$ cat src/rtl/md5_pkg.sv
// md5_pkg: shared types, constants and round functions for the MD5 stream hash.
// Used by md5_ctrl, md5_dpath and md5_stream_hash. No dependencies.
`default_nettype none
package md5_pkg;

	typedef struct packed {
		logic [7:0] data_byte;
		logic       byte_valid;
		logic       last;
	} item_t;

	typedef struct packed {
		logic [31:0] digest_word;
		logic [1:0]  word_index;
		logic        last_word;
	} result_t;

	typedef enum logic [1:0] {
		ST_IDLE,
		ST_PAD,
		ST_COMP,
		ST_OUT
	} state_t;

	typedef enum logic [1:0] {
		PH_80,
		PH_ZERO,
		PH_LEN
	} phase_t;

	typedef enum logic [1:0] {
		SRC_IN,
		SRC_80,
		SRC_ZERO,
		SRC_LEN
	} src_t;

	typedef struct packed {
		logic push;
		src_t src;
		logic count_bits;
		logic comp_start;
		logic out_next;
		logic restart;
	} cmd_t;

	typedef struct packed {
		logic [5:0] fill;
		logic       comp_done;
		logic [1:0] word_idx;
	} status_t;

	localparam logic [31:0] IV_A = 32'h67452301;
	localparam logic [31:0] IV_B = 32'hefcdab89;
	localparam logic [31:0] IV_C = 32'h98badcfe;
	localparam logic [31:0] IV_D = 32'h10325476;

	localparam logic [7:0] PAD_BYTE  = 8'h80;
	localparam logic [5:0] LEN_START = 6'd56;
	localparam logic [5:0] FILL_LAST = 6'd63;
	localparam logic [1:0] WORD_LAST = 2'd3;
	localparam logic [6:0] STEP_LOAD = 7'd1;
	localparam logic [6:0] STEP_ROUND0 = 7'd2;
	localparam logic [6:0] STEP_ROUND63 = 7'd65;
	localparam logic [6:0] STEP_DONE = 7'd66;

	localparam logic [31:0] ROUND_K [64] = '{
		32'hd76aa478, 32'he8c7b756, 32'h242070db, 32'hc1bdceee,
		32'hf57c0faf, 32'h4787c62a, 32'ha8304613, 32'hfd469501,
		32'h698098d8, 32'h8b44f7af, 32'hffff5bb1, 32'h895cd7be,
		32'h6b901122, 32'hfd987193, 32'ha679438e, 32'h49b40821,
		32'hf61e2562, 32'hc040b340, 32'h265e5a51, 32'he9b6c7aa,
		32'hd62f105d, 32'h02441453, 32'hd8a1e681, 32'he7d3fbc8,
		32'h21e1cde6, 32'hc33707d6, 32'hf4d50d87, 32'h455a14ed,
		32'ha9e3e905, 32'hfcefa3f8, 32'h676f02d9, 32'h8d2a4c8a,
		32'hfffa3942, 32'h8771f681, 32'h6d9d6122, 32'hfde5380c,
		32'ha4beea44, 32'h4bdecfa9, 32'hf6bb4b60, 32'hbebfbc70,
		32'h289b7ec6, 32'heaa127fa, 32'hd4ef3085, 32'h04881d05,
		32'hd9d4d039, 32'he6db99e5, 32'h1fa27cf8, 32'hc4ac5665,
		32'hf4292244, 32'h432aff97, 32'hab9423a7, 32'hfc93a039,
		32'h655b59c3, 32'h8f0ccc92, 32'hffeff47d, 32'h85845dd1,
		32'h6fa87e4f, 32'hfe2ce6e0, 32'ha3014314, 32'h4e0811a1,
		32'hf7537e82, 32'hbd3af235, 32'h2ad7d2bb, 32'heb86d391
	};

	// message word used by a round
	function automatic logic [3:0] word_sel(input logic [5:0] rnd);
		logic [3:0] r;
		begin
			r = rnd[3:0];
			case (rnd[5:4])
				2'd0:    word_sel = r;
				2'd1:    word_sel = 4'((r << 2) + r + 4'd1);
				2'd2:    word_sel = 4'((r << 1) + r + 4'd5);
				default: word_sel = 4'((r << 3) - r);
			endcase
		end
	endfunction

	function automatic logic [4:0] rot_sel(input logic [5:0] rnd);
		case ({rnd[5:4], rnd[1:0]})
			4'd0:    rot_sel = 5'd7;
			4'd1:    rot_sel = 5'd12;
			4'd2:    rot_sel = 5'd17;
			4'd3:    rot_sel = 5'd22;
			4'd4:    rot_sel = 5'd5;
			4'd5:    rot_sel = 5'd9;
			4'd6:    rot_sel = 5'd14;
			4'd7:    rot_sel = 5'd20;
			4'd8:    rot_sel = 5'd4;
			4'd9:    rot_sel = 5'd11;
			4'd10:   rot_sel = 5'd16;
			4'd11:   rot_sel = 5'd23;
			4'd12:   rot_sel = 5'd6;
			4'd13:   rot_sel = 5'd10;
			4'd14:   rot_sel = 5'd15;
			default: rot_sel = 5'd21;
		endcase
	endfunction

	function automatic logic [31:0] round_f(input logic [1:0] grp,
		input logic [31:0] b, input logic [31:0] c, input logic [31:0] d);
		case (grp)
			2'd0:    round_f = (b & c) | (~b & d);
			2'd1:    round_f = (d & b) | (~d & c);
			2'd2:    round_f = b ^ c ^ d;
			default: round_f = c ^ (b | ~d);
		endcase
	endfunction

endpackage
`default_nettype wire

$ cat src/rtl/md5_ctrl.sv
// md5_ctrl: sequencer for byte intake, padding, compression and digest output.
// Depends on md5_pkg; drives md5_dpath through cmd_t and reads status_t.
`default_nettype none
module md5_ctrl (
	input  wire                   clk,
	input  wire                   arst_n,
	input  wire                   item_valid,
	output logic                  item_ready,
	input  wire  md5_pkg::item_t  item,
	output logic                  result_valid,
	input  wire                   result_ready,
	input  wire  md5_pkg::status_t stat,
	output md5_pkg::cmd_t         cmd
);
	import md5_pkg::*;

	state_t state_q, state_d;
	phase_t phase_q, phase_d;
	logic   pad_q, pad_d;
	logic   fin_q, fin_d;
	logic   fill_last;

	assign fill_last = (stat.fill == FILL_LAST);

	always_ff @(posedge clk or negedge arst_n) begin
		if (!arst_n) begin
			state_q <= ST_IDLE;
			phase_q <= PH_80;
			pad_q   <= 1'b0;
			fin_q   <= 1'b0;
		end else begin
			state_q <= state_d;
			phase_q <= phase_d;
			pad_q   <= pad_d;
			fin_q   <= fin_d;
		end
	end

	// next state
	always_comb begin
		state_d = state_q;
		phase_d = phase_q;
		pad_d   = pad_q;
		fin_d   = fin_q;
		case (state_q)
			ST_IDLE: begin
				if (item_valid) begin
					phase_d = PH_80;
					pad_d   = item.last;
					if (item.byte_valid && fill_last) begin
						state_d = ST_COMP;
					end else if (item.last) begin
						state_d = ST_PAD;
					end
				end
			end
			ST_PAD: begin
				case (phase_q)
					PH_80: begin
						phase_d = PH_ZERO;
						if (fill_last) begin
							state_d = ST_COMP;
						end
					end
					PH_ZERO: begin
						if (stat.fill == LEN_START) begin
							phase_d = PH_LEN;
						end else if (fill_last) begin
							state_d = ST_COMP;
						end
					end
					default: begin
						if (fill_last) begin
							state_d = ST_COMP;
							fin_d   = 1'b1;
						end
					end
				endcase
			end
			ST_COMP: begin
				if (stat.comp_done) begin
					if (fin_q) begin
						state_d = ST_OUT;
					end else if (pad_q) begin
						state_d = ST_PAD;
					end else begin
						state_d = ST_IDLE;
					end
				end
			end
			ST_OUT: begin
				if (result_ready && stat.word_idx == WORD_LAST) begin
					state_d = ST_IDLE;
					pad_d   = 1'b0;
					fin_d   = 1'b0;
				end
			end
			default: state_d = ST_IDLE;
		endcase
	end

	// outputs
	always_comb begin
		item_ready   = 1'b0;
		result_valid = 1'b0;
		cmd          = '0;
		cmd.src      = SRC_IN;
		case (state_q)
			ST_IDLE: begin
				item_ready = 1'b1;
				if (item_valid) begin
					cmd.push       = item.byte_valid;
					cmd.count_bits = item.byte_valid;
					cmd.comp_start = item.byte_valid && fill_last;
				end
			end
			ST_PAD: begin
				case (phase_q)
					PH_80: begin
						cmd.push       = 1'b1;
						cmd.src        = SRC_80;
						cmd.comp_start = fill_last;
					end
					PH_ZERO: begin
						cmd.push       = (stat.fill != LEN_START);
						cmd.src        = SRC_ZERO;
						cmd.comp_start = fill_last;
					end
					default: begin
						cmd.push       = 1'b1;
						cmd.src        = SRC_LEN;
						cmd.comp_start = fill_last;
					end
				endcase
			end
			ST_OUT: begin
				result_valid = 1'b1;
				cmd.out_next = result_ready;
				cmd.restart  = result_ready && stat.word_idx == WORD_LAST;
			end
			default: ;
		endcase
	end

endmodule
`default_nettype wire

$ cat src/rtl/md5_dpath.sv
// md5_dpath: block buffer, bit counter, chaining words and iterative MD5 round unit.
// Depends on md5_pkg; commanded by md5_ctrl.
`default_nettype none
module md5_dpath (
	input  wire                   clk,
	input  wire                   arst_n,
	input  wire  [7:0]            in_byte,
	input  wire  md5_pkg::cmd_t   cmd,
	output md5_pkg::status_t      stat,
	output md5_pkg::result_t      result
);
	import md5_pkg::*;

	logic [3:0][7:0] buf_q [16];
	logic [31:0] rdata_q;
	logic [3:0]  raddr;
	logic [5:0]  fill_q;
	logic [63:0] bits_q;
	logic [31:0] chain_q [4];
	logic [31:0] a_q, b_q, c_q, d_q;
	logic [31:0] akw_q;
	logic [6:0]  step_q;
	logic        busy_q;
	logic [1:0]  idx_q;
	logic [7:0]  wbyte;
	logic [5:0]  rnd;
	logic [5:0]  k_idx;
	logic [31:0] sum;
	logic [31:0] rot;
	logic [63:0] rot_wide;
	logic        in_round;

	always_comb begin
		case (cmd.src)
			SRC_IN:   wbyte = in_byte;
			SRC_80:   wbyte = PAD_BYTE;
			SRC_ZERO: wbyte = '0;
			default:  wbyte = bits_q[{fill_q[2:0], 3'b000} +: 8];
		endcase
	end

	assign raddr = word_sel(step_q[5:0]);

	always_ff @(posedge clk) begin
		if (cmd.push) begin
			buf_q[fill_q[5:2]][fill_q[1:0]] <= wbyte;
		end
		rdata_q <= buf_q[raddr];
	end

	assign rnd      = 6'(step_q - STEP_ROUND0);
	assign k_idx    = 6'(step_q - STEP_LOAD);
	assign in_round = busy_q && step_q >= STEP_ROUND0 && step_q <= STEP_ROUND63;
	assign sum      = akw_q + round_f(rnd[5:4], b_q, c_q, d_q);
	assign rot_wide = {sum, sum} << rot_sel(rnd);
	assign rot      = rot_wide[63:32];

	always_ff @(posedge clk or negedge arst_n) begin
		if (!arst_n) begin
			fill_q     <= '0;
			bits_q     <= '0;
			busy_q     <= 1'b0;
			step_q     <= '0;
			idx_q      <= '0;
			chain_q[0] <= IV_A;
			chain_q[1] <= IV_B;
			chain_q[2] <= IV_C;
			chain_q[3] <= IV_D;
		end else begin
			if (cmd.push) begin
				fill_q <= fill_q + 6'd1;
			end
			if (cmd.count_bits) begin
				bits_q <= bits_q + 64'd8;
			end
			if (cmd.comp_start) begin
				busy_q <= 1'b1;
				step_q <= '0;
			end else if (busy_q) begin
				step_q <= step_q + 7'd1;
				if (step_q == STEP_DONE) begin
					busy_q     <= 1'b0;
					chain_q[0] <= chain_q[0] + a_q;
					chain_q[1] <= chain_q[1] + b_q;
					chain_q[2] <= chain_q[2] + c_q;
					chain_q[3] <= chain_q[3] + d_q;
				end
			end
			if (cmd.out_next) begin
				idx_q <= idx_q + 2'd1;
			end
			if (cmd.restart) begin
				fill_q     <= '0;
				bits_q     <= '0;
				idx_q      <= '0;
				chain_q[0] <= IV_A;
				chain_q[1] <= IV_B;
				chain_q[2] <= IV_C;
				chain_q[3] <= IV_D;
			end
		end
	end

	// working words; akw_q holds next round's a + K + w
	always_ff @(posedge clk) begin
		if (busy_q && step_q == '0) begin
			a_q <= chain_q[0];
			b_q <= chain_q[1];
			c_q <= chain_q[2];
			d_q <= chain_q[3];
		end
		if (busy_q && step_q == STEP_LOAD) begin
			akw_q <= a_q + rdata_q + ROUND_K[k_idx];
		end
		if (in_round) begin
			akw_q <= d_q + rdata_q + ROUND_K[k_idx];
			a_q   <= d_q;
			d_q   <= c_q;
			c_q   <= b_q;
			b_q   <= b_q + rot;
		end
	end

	assign stat.fill      = fill_q;
	assign stat.comp_done = busy_q && step_q == STEP_DONE;
	assign stat.word_idx  = idx_q;

	assign result.digest_word = chain_q[idx_q];
	assign result.word_index  = idx_q;
	assign result.last_word   = (idx_q == WORD_LAST);

endmodule
`default_nettype wire

$ cat src/rtl/md5_stream_hash.sv
// md5_stream_hash: streaming MD5 engine, top level.
// Depends on md5_pkg, md5_ctrl and md5_dpath.
//
// Usage: requests arrive on item (valid/ready), one message byte each, with
// byte_valid marking a real byte and last ending the message. A request with
// byte_valid low and last low has no effect.
// Bytes are taken one per cycle while item_ready is high. The 64th byte of a
// block starts a compression (one MD5 round per cycle in the shared round
// unit, plus buffer read and chaining add), during which item_ready is low.
// On last the engine pads through the length field (0x80, zero bytes, then the
// 64-bit bit count, low byte first), with one compression, or two when the
// padding spills into a second block, then presents the four digest words
// A..D on result, one per accepted transfer; word_index gives the word and
// last_word marks D. Digest bytes are each word's bytes, low first.
// A receiver stall simply holds the current word; no new request is taken
// until all four words have gone, after which a new message starts.
// Reset (arst_n low) loads the MD5 initial values and clears the byte and bit
// counts; the block buffer is not cleared.
`default_nettype none
module md5_stream_hash (
	input  wire                    clk,
	input  wire                    arst_n,
	input  wire                    item_valid,
	output logic                   item_ready,
	input  wire  md5_pkg::item_t   item,
	output logic                   result_valid,
	input  wire                    result_ready,
	output md5_pkg::result_t       result
);
	import md5_pkg::*;

	cmd_t    cmd;
	status_t stat;

	md5_ctrl u_ctrl (
		.clk          (clk),
		.arst_n       (arst_n),
		.item_valid   (item_valid),
		.item_ready   (item_ready),
		.item         (item),
		.result_valid (result_valid),
		.result_ready (result_ready),
		.stat         (stat),
		.cmd          (cmd)
	);

	md5_dpath u_dpath (
		.clk     (clk),
		.arst_n  (arst_n),
		.in_byte (item.data_byte),
		.cmd     (cmd),
		.stat    (stat),
		.result  (result)
	);

endmodule
`default_nettype wire
$ cat config.mk
export PLATFORM = sky130hd
export DESIGN_NAME = md5_stream_hash
export DESIGN_NICKNAME = d
export VERILOG_FILES = /design/src/rtl/md5_pkg.sv /design/src/rtl/md5_ctrl.sv /design/src/rtl/md5_dpath.sv /design/src/rtl/md5_stream_hash.sv
export SDC_FILE = /design/constraint.sdc
export NUM_CORES = 2
export LEC_CHECK = 0
export BUFFER_PORTS_ARGS = -buffer_cell sky130_fd_sc_hd__buf_2
export CAP_MARGIN = 10
export CORE_MARGIN = 1.5
export CORE_UTILIZATION = 43
export DETAILED_ROUTE_END_ITERATION = 8
export PLACE_DENSITY = 0.57
export SLEW_MARGIN = 30
export SYNTH_ARGS = -nofsm -noshare
export SYNTH_HDL_FRONTEND = slang
export SYNTH_SLANG_ARGS = --single-unit
$ cat constraint.sdc
create_clock -name clk -period 8 [get_ports clk]
set_clock_uncertainty 0.1 [all_clocks]
set_input_delay 1.6 -clock clk [delete_from_list [all_inputs] [get_ports clk]]
set_output_delay 1.6 -clock clk [all_outputs]
set_load 0.02 [all_outputs]
==> Yosys cells after proc, flatten, opt, wreduce, memory -nomap -nowiden <==
Memory sizes are Yosys's and may differ from the RTL's. A register that Yosys moved wholly into a read port is not among the register bits.
Index checks and enable logic that the tools add are counted.
{ "op_classes": {"add_sub_neg": 21, "multipliers": 0, "n_div": 0, "magnitude_cmp": 6, "eq_ne": 26, "n_shift": 2, "muxes": 68, "n_bitwise": 14, "reduce_logical": 31} }
{ "ops": {"columns": ["op", "count"], "rows": [
  ["$mux W128", 4],
  ["$mux W32", 15],
  ["$add A32 B32 Y32", 10],
  ["$and A32 B32 Y32", 4],
  ["$mux W64", 2],
  ["$or A32 B32 Y32", 3],
  ["$pmux W32 S3", 1],
  ["$xor A32 B32 Y32", 3],
  ["$add A64 B4 Y64 const B", 1],
  ["$bmux W32 S2", 1],
  ["$not A32 Y32", 2],
  ["$shiftx A64 B7 Y8", 1],
  ["$shl A64 B5 Y64", 1],
  ["$mux W2", 16],
  ["$pmux W8 S3", 1],
  ["$reduce_bool A2 Y1", 11],
  ["$demux W8 S2", 1],
  ["$mux W7", 2],
  ["$mux W1", 13],
  ["$eq A2 B2 Y1 const B", 6],
  ["$eq A6 B6 Y1 const B", 2],
  ["$mux W6", 2],
  ["$pmux W4 S3", 1],
  ["$eq A2 B1 Y1 const B", 5],
  ["other kinds (37)", 60]
]} }
{ "word_totals": {"reg_bits": 374, "latch_bits": 0, "ram_bits": 512, "mem_bits_ro": 2128, "inputBits": 14, "out_inout_bits": 37, "elab_cells": 189, "mem_count": 3} }
{ "memory_table": {"columns": ["memory", "words", "word_bits", "rd", "rd_ports_with_merged_regs", "wr", "line_no", "rtl"], "rows": [
  ["(no name shown)", 64, 32, 1, 0, 0, "md5_dpath.sv:113", "akw_q <= a_q + rdata_q + ROUND_K[k_idx];"],
  ["u_dpath.buf_q", 16, 32, 1, 1, 1, "md5_dpath.sv:14", "logic [3:0][7:0] buf_q [16];"],
  ["(no name shown)", 16, 5, 1, 0, 0, "md5_pkg.sv:101", "case ({rnd[5:4], rnd[1:0]})"]
]} }

==> Logic depth before layout (Yosys ltp) <==
{ "logic_depth": {"ltp_word": 8, "depth_mapped": 38, "depth_no_buf": 34} }

==> Hierarchy <==
A second synthesis with hierarchy kept.
{ "hier_totals": {"hier_cells": 5599, "area_unflattened_um2": 58439.8} }
{ "modules_own_cells": {"columns": ["mod", "n_inst", "cells_each", "area_per_inst_um2", "seq_area_each_um2"], "rows": [
  ["md5_dpath", 1, 5544, 58004.4, 26030.0],
  ["md5_ctrl", 1, 55, 435.4, 150.1]
]} }

==> Least setup slack after synthesis <==
Ideal clock, no wire load.
{ "synth_timing": {"path_kind": "register to register", "startpoint": "reg u_dpath.step_q[1]", "endpoint": "reg u_dpath.b_q[30], data pin", "setup_time_ns": 0.264, "t_arrival_ns": 8.407, "required_time_ns": 7.636, "slack_ns": -0.771, "path_stages_with_launch": 37, "path_buffers": 4, "synth_period_minus_slack_ns": 8.771, "cell_sequence": "dfrtp_1 -> clkbuf_1 -> inv_1 -> clkbuf_1 -> ha_1 -> nor3b_2 -> xor2_1 -> clkbuf_1 -> clkbuf_1 -> a21oi_1 -> nand2_1 -> o21ai_0 -> a31oi_1 -> ha_1 -> a211oi_1 -> o211ai_1 -> a211oi_2 -> nor4_1 -> mux2_2 -> a211o_1 -> mux2_2 -> mux2_2 -> o21a_1 -> nor2_1 -> a31oi_1 -> fa_1 -> a21o_1 -> a21o_1 -> a2111oi_0 -> nor4b_1 -> o311ai_1 -> nand2_1 -> a211oi_1 -> o31a_1 -> a21oi_1 -> xnor2_1 -> o21ai_1"} }
{ "synth_between": {"elab_chain_len": 7, "elab_cells_between_ends": 14, "classes_between": "add/sub: 3; order compare: 2; eq/ne: 2; shift: 1; mux: 2; reduce/logical: 3; memory: 1"} }
{ "synth_rtl": {"columns": ["item", "line_no", "rtl"], "rows": [
  ["start: declaration", "md5_dpath.sv:22", "logic [6:0] step_q;"],
  ["start signal: assignment", "md5_dpath.sv:80", "step_q <= step_q + 7'd1;"],
  ["$sub A6 B2 Y6", "md5_dpath.sv:51", "assign rnd = 6'(step_q - STEP_ROUND0);"],
  ["$eq A2 B2 Y1, or another cell as far along", "md5_pkg.sv:123", "case (grp)"],
  ["$pmux W32 S3", "md5_pkg.sv:123", null],
  ["$add A32 B32 Y32", "md5_dpath.sv:54", "assign sum = akw_q + round_f(rnd[5:4], b_q, c_q, d_q);"],
  ["$shl A64 B5 Y64", "md5_dpath.sv:55", "assign rot_wide = {sum, sum} << rot_sel(rnd);"],
  ["$add A32 B32 Y32", "md5_dpath.sv:120", "b_q <= b_q + rot;"],
  ["$mux W32 *", "md5_dpath.sv:115", "if (in_round) begin"],
  ["end signal: assignment", "md5_dpath.sv:108", "b_q <= chain_q[1];"],
  ["end signal: assignment", "md5_dpath.sv:120", null],
  ["end: declaration", "md5_dpath.sv:20", "logic [31:0] a_q, b_q, c_q, d_q;"]
]} }
Mark *: on every way between the ends. The rest lies on a longest branch, timed or not.
A chain may end at the register's enable or synchronous reset.

==> Worst setup path after layout <==
{ "layout_timing": {"startpoint": "reg u_dpath.step_q[2]", "endpoint": "reg u_dpath.b_q[29], data pin"} }
The elaborated chain is that of the path after synthesis.

==> results_dict.tcl <==
set metrics [dict create \
    clock-sinks 915 \
    synth_area_um2 58000 \
    max_stage_delay_ps 490 \
    die_area_um2 137000 \
    antenna_found_initial 4 \
    synthFlopType "edfxtp_1" \
    synthAdderAreaFrac 0.0876 \
    synth-compound-area-share 0.147 \
    slew_viol_final 0 \
    yosysWarnings 0 \
    slew_headroom 0.243 \
    grt.overflow.total 0 \
    yosysSeqAreaShare 0.451 \
    synth_edf_count 672 \
    cp_common_cell "a21oi_2" \
    clk_latency_ps 760 \
    synth_mux_area_frac 0.111 \
    drt_iter0_markers 4221 \
    multiInputGateArea_um2 30700 \
    synthArstFlopShare 0.231 \
    cp-end-kind "flip-flop" \
    synth_top_family_by_area "compound AO/OA/AOI/OAI gates" \
    cp_slowest_cell "or4_1" \
    crit_fanout 8 \
    fin_crit_sh 0.977 \
    clk_pin_slew_ps 60 \
    min_period_ps 7820 \
    seq_area_um2 26200 \
    cp_data_required_time_ps 8340 \
    fin_cells 7549 \
    hpwl_um 133000 \
    finalSetupViolations 0 \
    clock_path_buffers 3 \
    hold_buffers 0 \
    syn_nets 5805 \
    cap_violations 0 \
    cts_buffers 99 \
    syn_inst 5429 \
    hp-class "reg2reg" \
    cp-start-kind "flip-flop" \
    drcViolationCount 4 \
    gp_congestion 0.972 \
    finalHoldViolCount 0 \
    final_nets 6070 \
    grt_max_degree 117 \
    grt_pass1_vias 42700 \
    yosys_register_bits 915 \
    via_count 44500 \
    cp.arrival_ps 8150 \
    core_area_um2 134000 \
    synth-xor-area-share 0.0531 \
    violations "design-rule violations" \
    h-tree-depth 3 \
    detail_route.wl_per_cell_um 24.4 \
    yosys.cell_types.count 97 \
    root_buffer "clkbuf_16" \
    grt_util_all_layers 0.264 \
    fill_cells 11900 \
    tightest_slew_ps 1120 \
    synthToLayoutAreaGrowth_pct 15.6 \
    dpl.cell_count 7319 \
    die_h_um 370 \
    timing.fmax_ghz 0.128 \
    path_class "reg2reg" \
    rsz0062_at_grt "true" \
    drt_wl_total_um 184000 \
    synth_simple_gate_area_frac 0.113 \
    cts_tree "yes" \
    start_util 0.434 \
    ant_nets 0 \
    row_count 134 \
    die_x_um 370 \
    first_pass_iters 9 \
    grt_pass1_wl_um 275000 \
    drt-vias-per-instance 5.89 \
    io_pins 51 \
    io_buffers 50 \
    status "complete, but fails checks" \
    drive_above_1_share 0.189 \
    synth.avg_cell_area_um2 10.7 \
]
## kinds of logic after synthesis
group	after synthesis
adder cells (fa/ha/maj)	362
AND/OR/NAND/NOR	1455
flip-flops	915
AO/OA/AOI/OAI	1373
multiplexers	405
buffers and inverters	569
XOR/XNOR	350
## what timing repair did
action                                 4_1_cts  5_1_grt
gates cloned                                 1        5
buffers inserted                            12       24
setup endpoints to repair                   16       18
gates resized for setup                     36      109
pin swaps                                   15       41
endpoints found under the hold margin        0        0
## worst max-delay path, delay by kind of cell (launching register included)
kind	cells	cell delay [ps]
buffers and inverters	8	1180
adder cells (fa/ha/maj)	3	700
multiplexers	3	530
flip-flops	1	420
AND/OR/NAND/NOR	6	1790
XOR/XNOR	2	370
AO/OA/AOI/OAI	15	2460
## per-layer routing
metal | global-route usage | vias to the layer above | routed length, um
met2 | 0.429 | 1376 | 86800
li1 | - | 20600 | -
met1 | 0.362 | 22200 | 80000
met5 | 0 | - | 0
met4 | 0.0954 | 0 | 7330
met3 | 0.0352 | 297 | 10200
## cell type report
class,count,area share
Tap cell,1768,0.0330
Multi-Input combinational cell,3945,0.458
Inverter,298,0.0167
Clock inverter,49,0.00808
Clock buffer,138,0.0408
Antenna cell,1,0.0000373
Sequential cell,915,0.390
Timing Repair Buffer,435,0.0529
## through the flow
stage	setup WS [ps]	area [um^2]	util	hold WS, ps	setup TNS [ps]
final	184	67100	0.502	389	0
after global placement	-439	62500	0.468	367	-3380
after floorplan	20.9	58200	-	348	0
after detailed placement	-462	62600	0.468	377	-3910
after CTS	15.0	66200	0.495	385	0
after global routing	-147	67100	0.502	402	-733
## Yosys cell counts, drive strengths merged, types with 30 or more instances
library cell  count  share of area
edfxtp          672           0.35
nor2            501          0.032
nand2           474          0.031
a21oi           399          0.034
o21ai           375          0.032
inv             298          0.019
ha              288          0.062
xnor2           203          0.031
clkbuf          202          0.013
mux4            179          0.069
dfrtp           147          0.063
xor2            146          0.022
mux2i           127          0.022
mux2             99          0.019
a21o             98          0.013
nand3            96         0.0084
a31oi            89         0.0096
nor3             81         0.0072
fa               74          0.026
buf              69         0.0049
nor2b            69         0.0074
dfstp            64          0.029
a211oi           61         0.0080
a211o            42         0.0063
nand2b           41         0.0044
or3              38         0.0041
o21a             37         0.0048
o211ai           34         0.0044
dfxtp            32          0.011
and3             31         0.0034
o31ai            30         0.0039
## registers in the layout, indices dropped and copies added (netlist names), 7 cells and up
register and cells:
u_dpath.buf_q 512, u_dpath.d_q 32, u_dpath.akw_q 32, u_dpath.step_q 7, u_dpath.rdata_q 32, u_dpath.bits_q 61, u_dpath.c_q 32, u_dpath.a_q 32
u_dpath.chain_q 128, u_dpath.b_q 32
## worst paths after layout
check / slack, ps / start / end / depth (start not counted)
max: 180 / u_dpath.step_q[2] / u_dpath.b_q[29] / 37
min: 390 / u_dpath.chain_q[64] / u_dpath.chain_q[64] / 2
max reg2reg: 180 / u_dpath.step_q[2] / u_dpath.b_q[29] / 37
min reg2reg: 390 / u_dpath.chain_q[64] / u_dpath.chain_q[64] / 2
max in group asynchronous: 5670 / arst_n / u_dpath.chain_q[29] / 2
min in group asynchronous: 760 / arst_n / u_dpath.bits_q[61] / 1
## layout by cell type (no fill, tap or decap), drive strengths merged, types with 74 or more instances in the layout
cell type	netlist	layout
mux2	99	99
a21o	98	98
nor2	501	501
xor2	146	146
ha	288	288
o21ai	375	375
mux2i	127	127
clkbuf	202	143
mux4	179	179
inv	298	300
a31oi	89	89
dfrtp	147	147
nand2	474	474
nand3	96	96
xnor2	203	203
edfxtp	672	672
a21oi	399	399
nor3	81	81
fa	74	74
buf	69	430
Power is not shown: default switching activity piles up to over one toggle a cycle in this logic, so the estimate is an artifact.
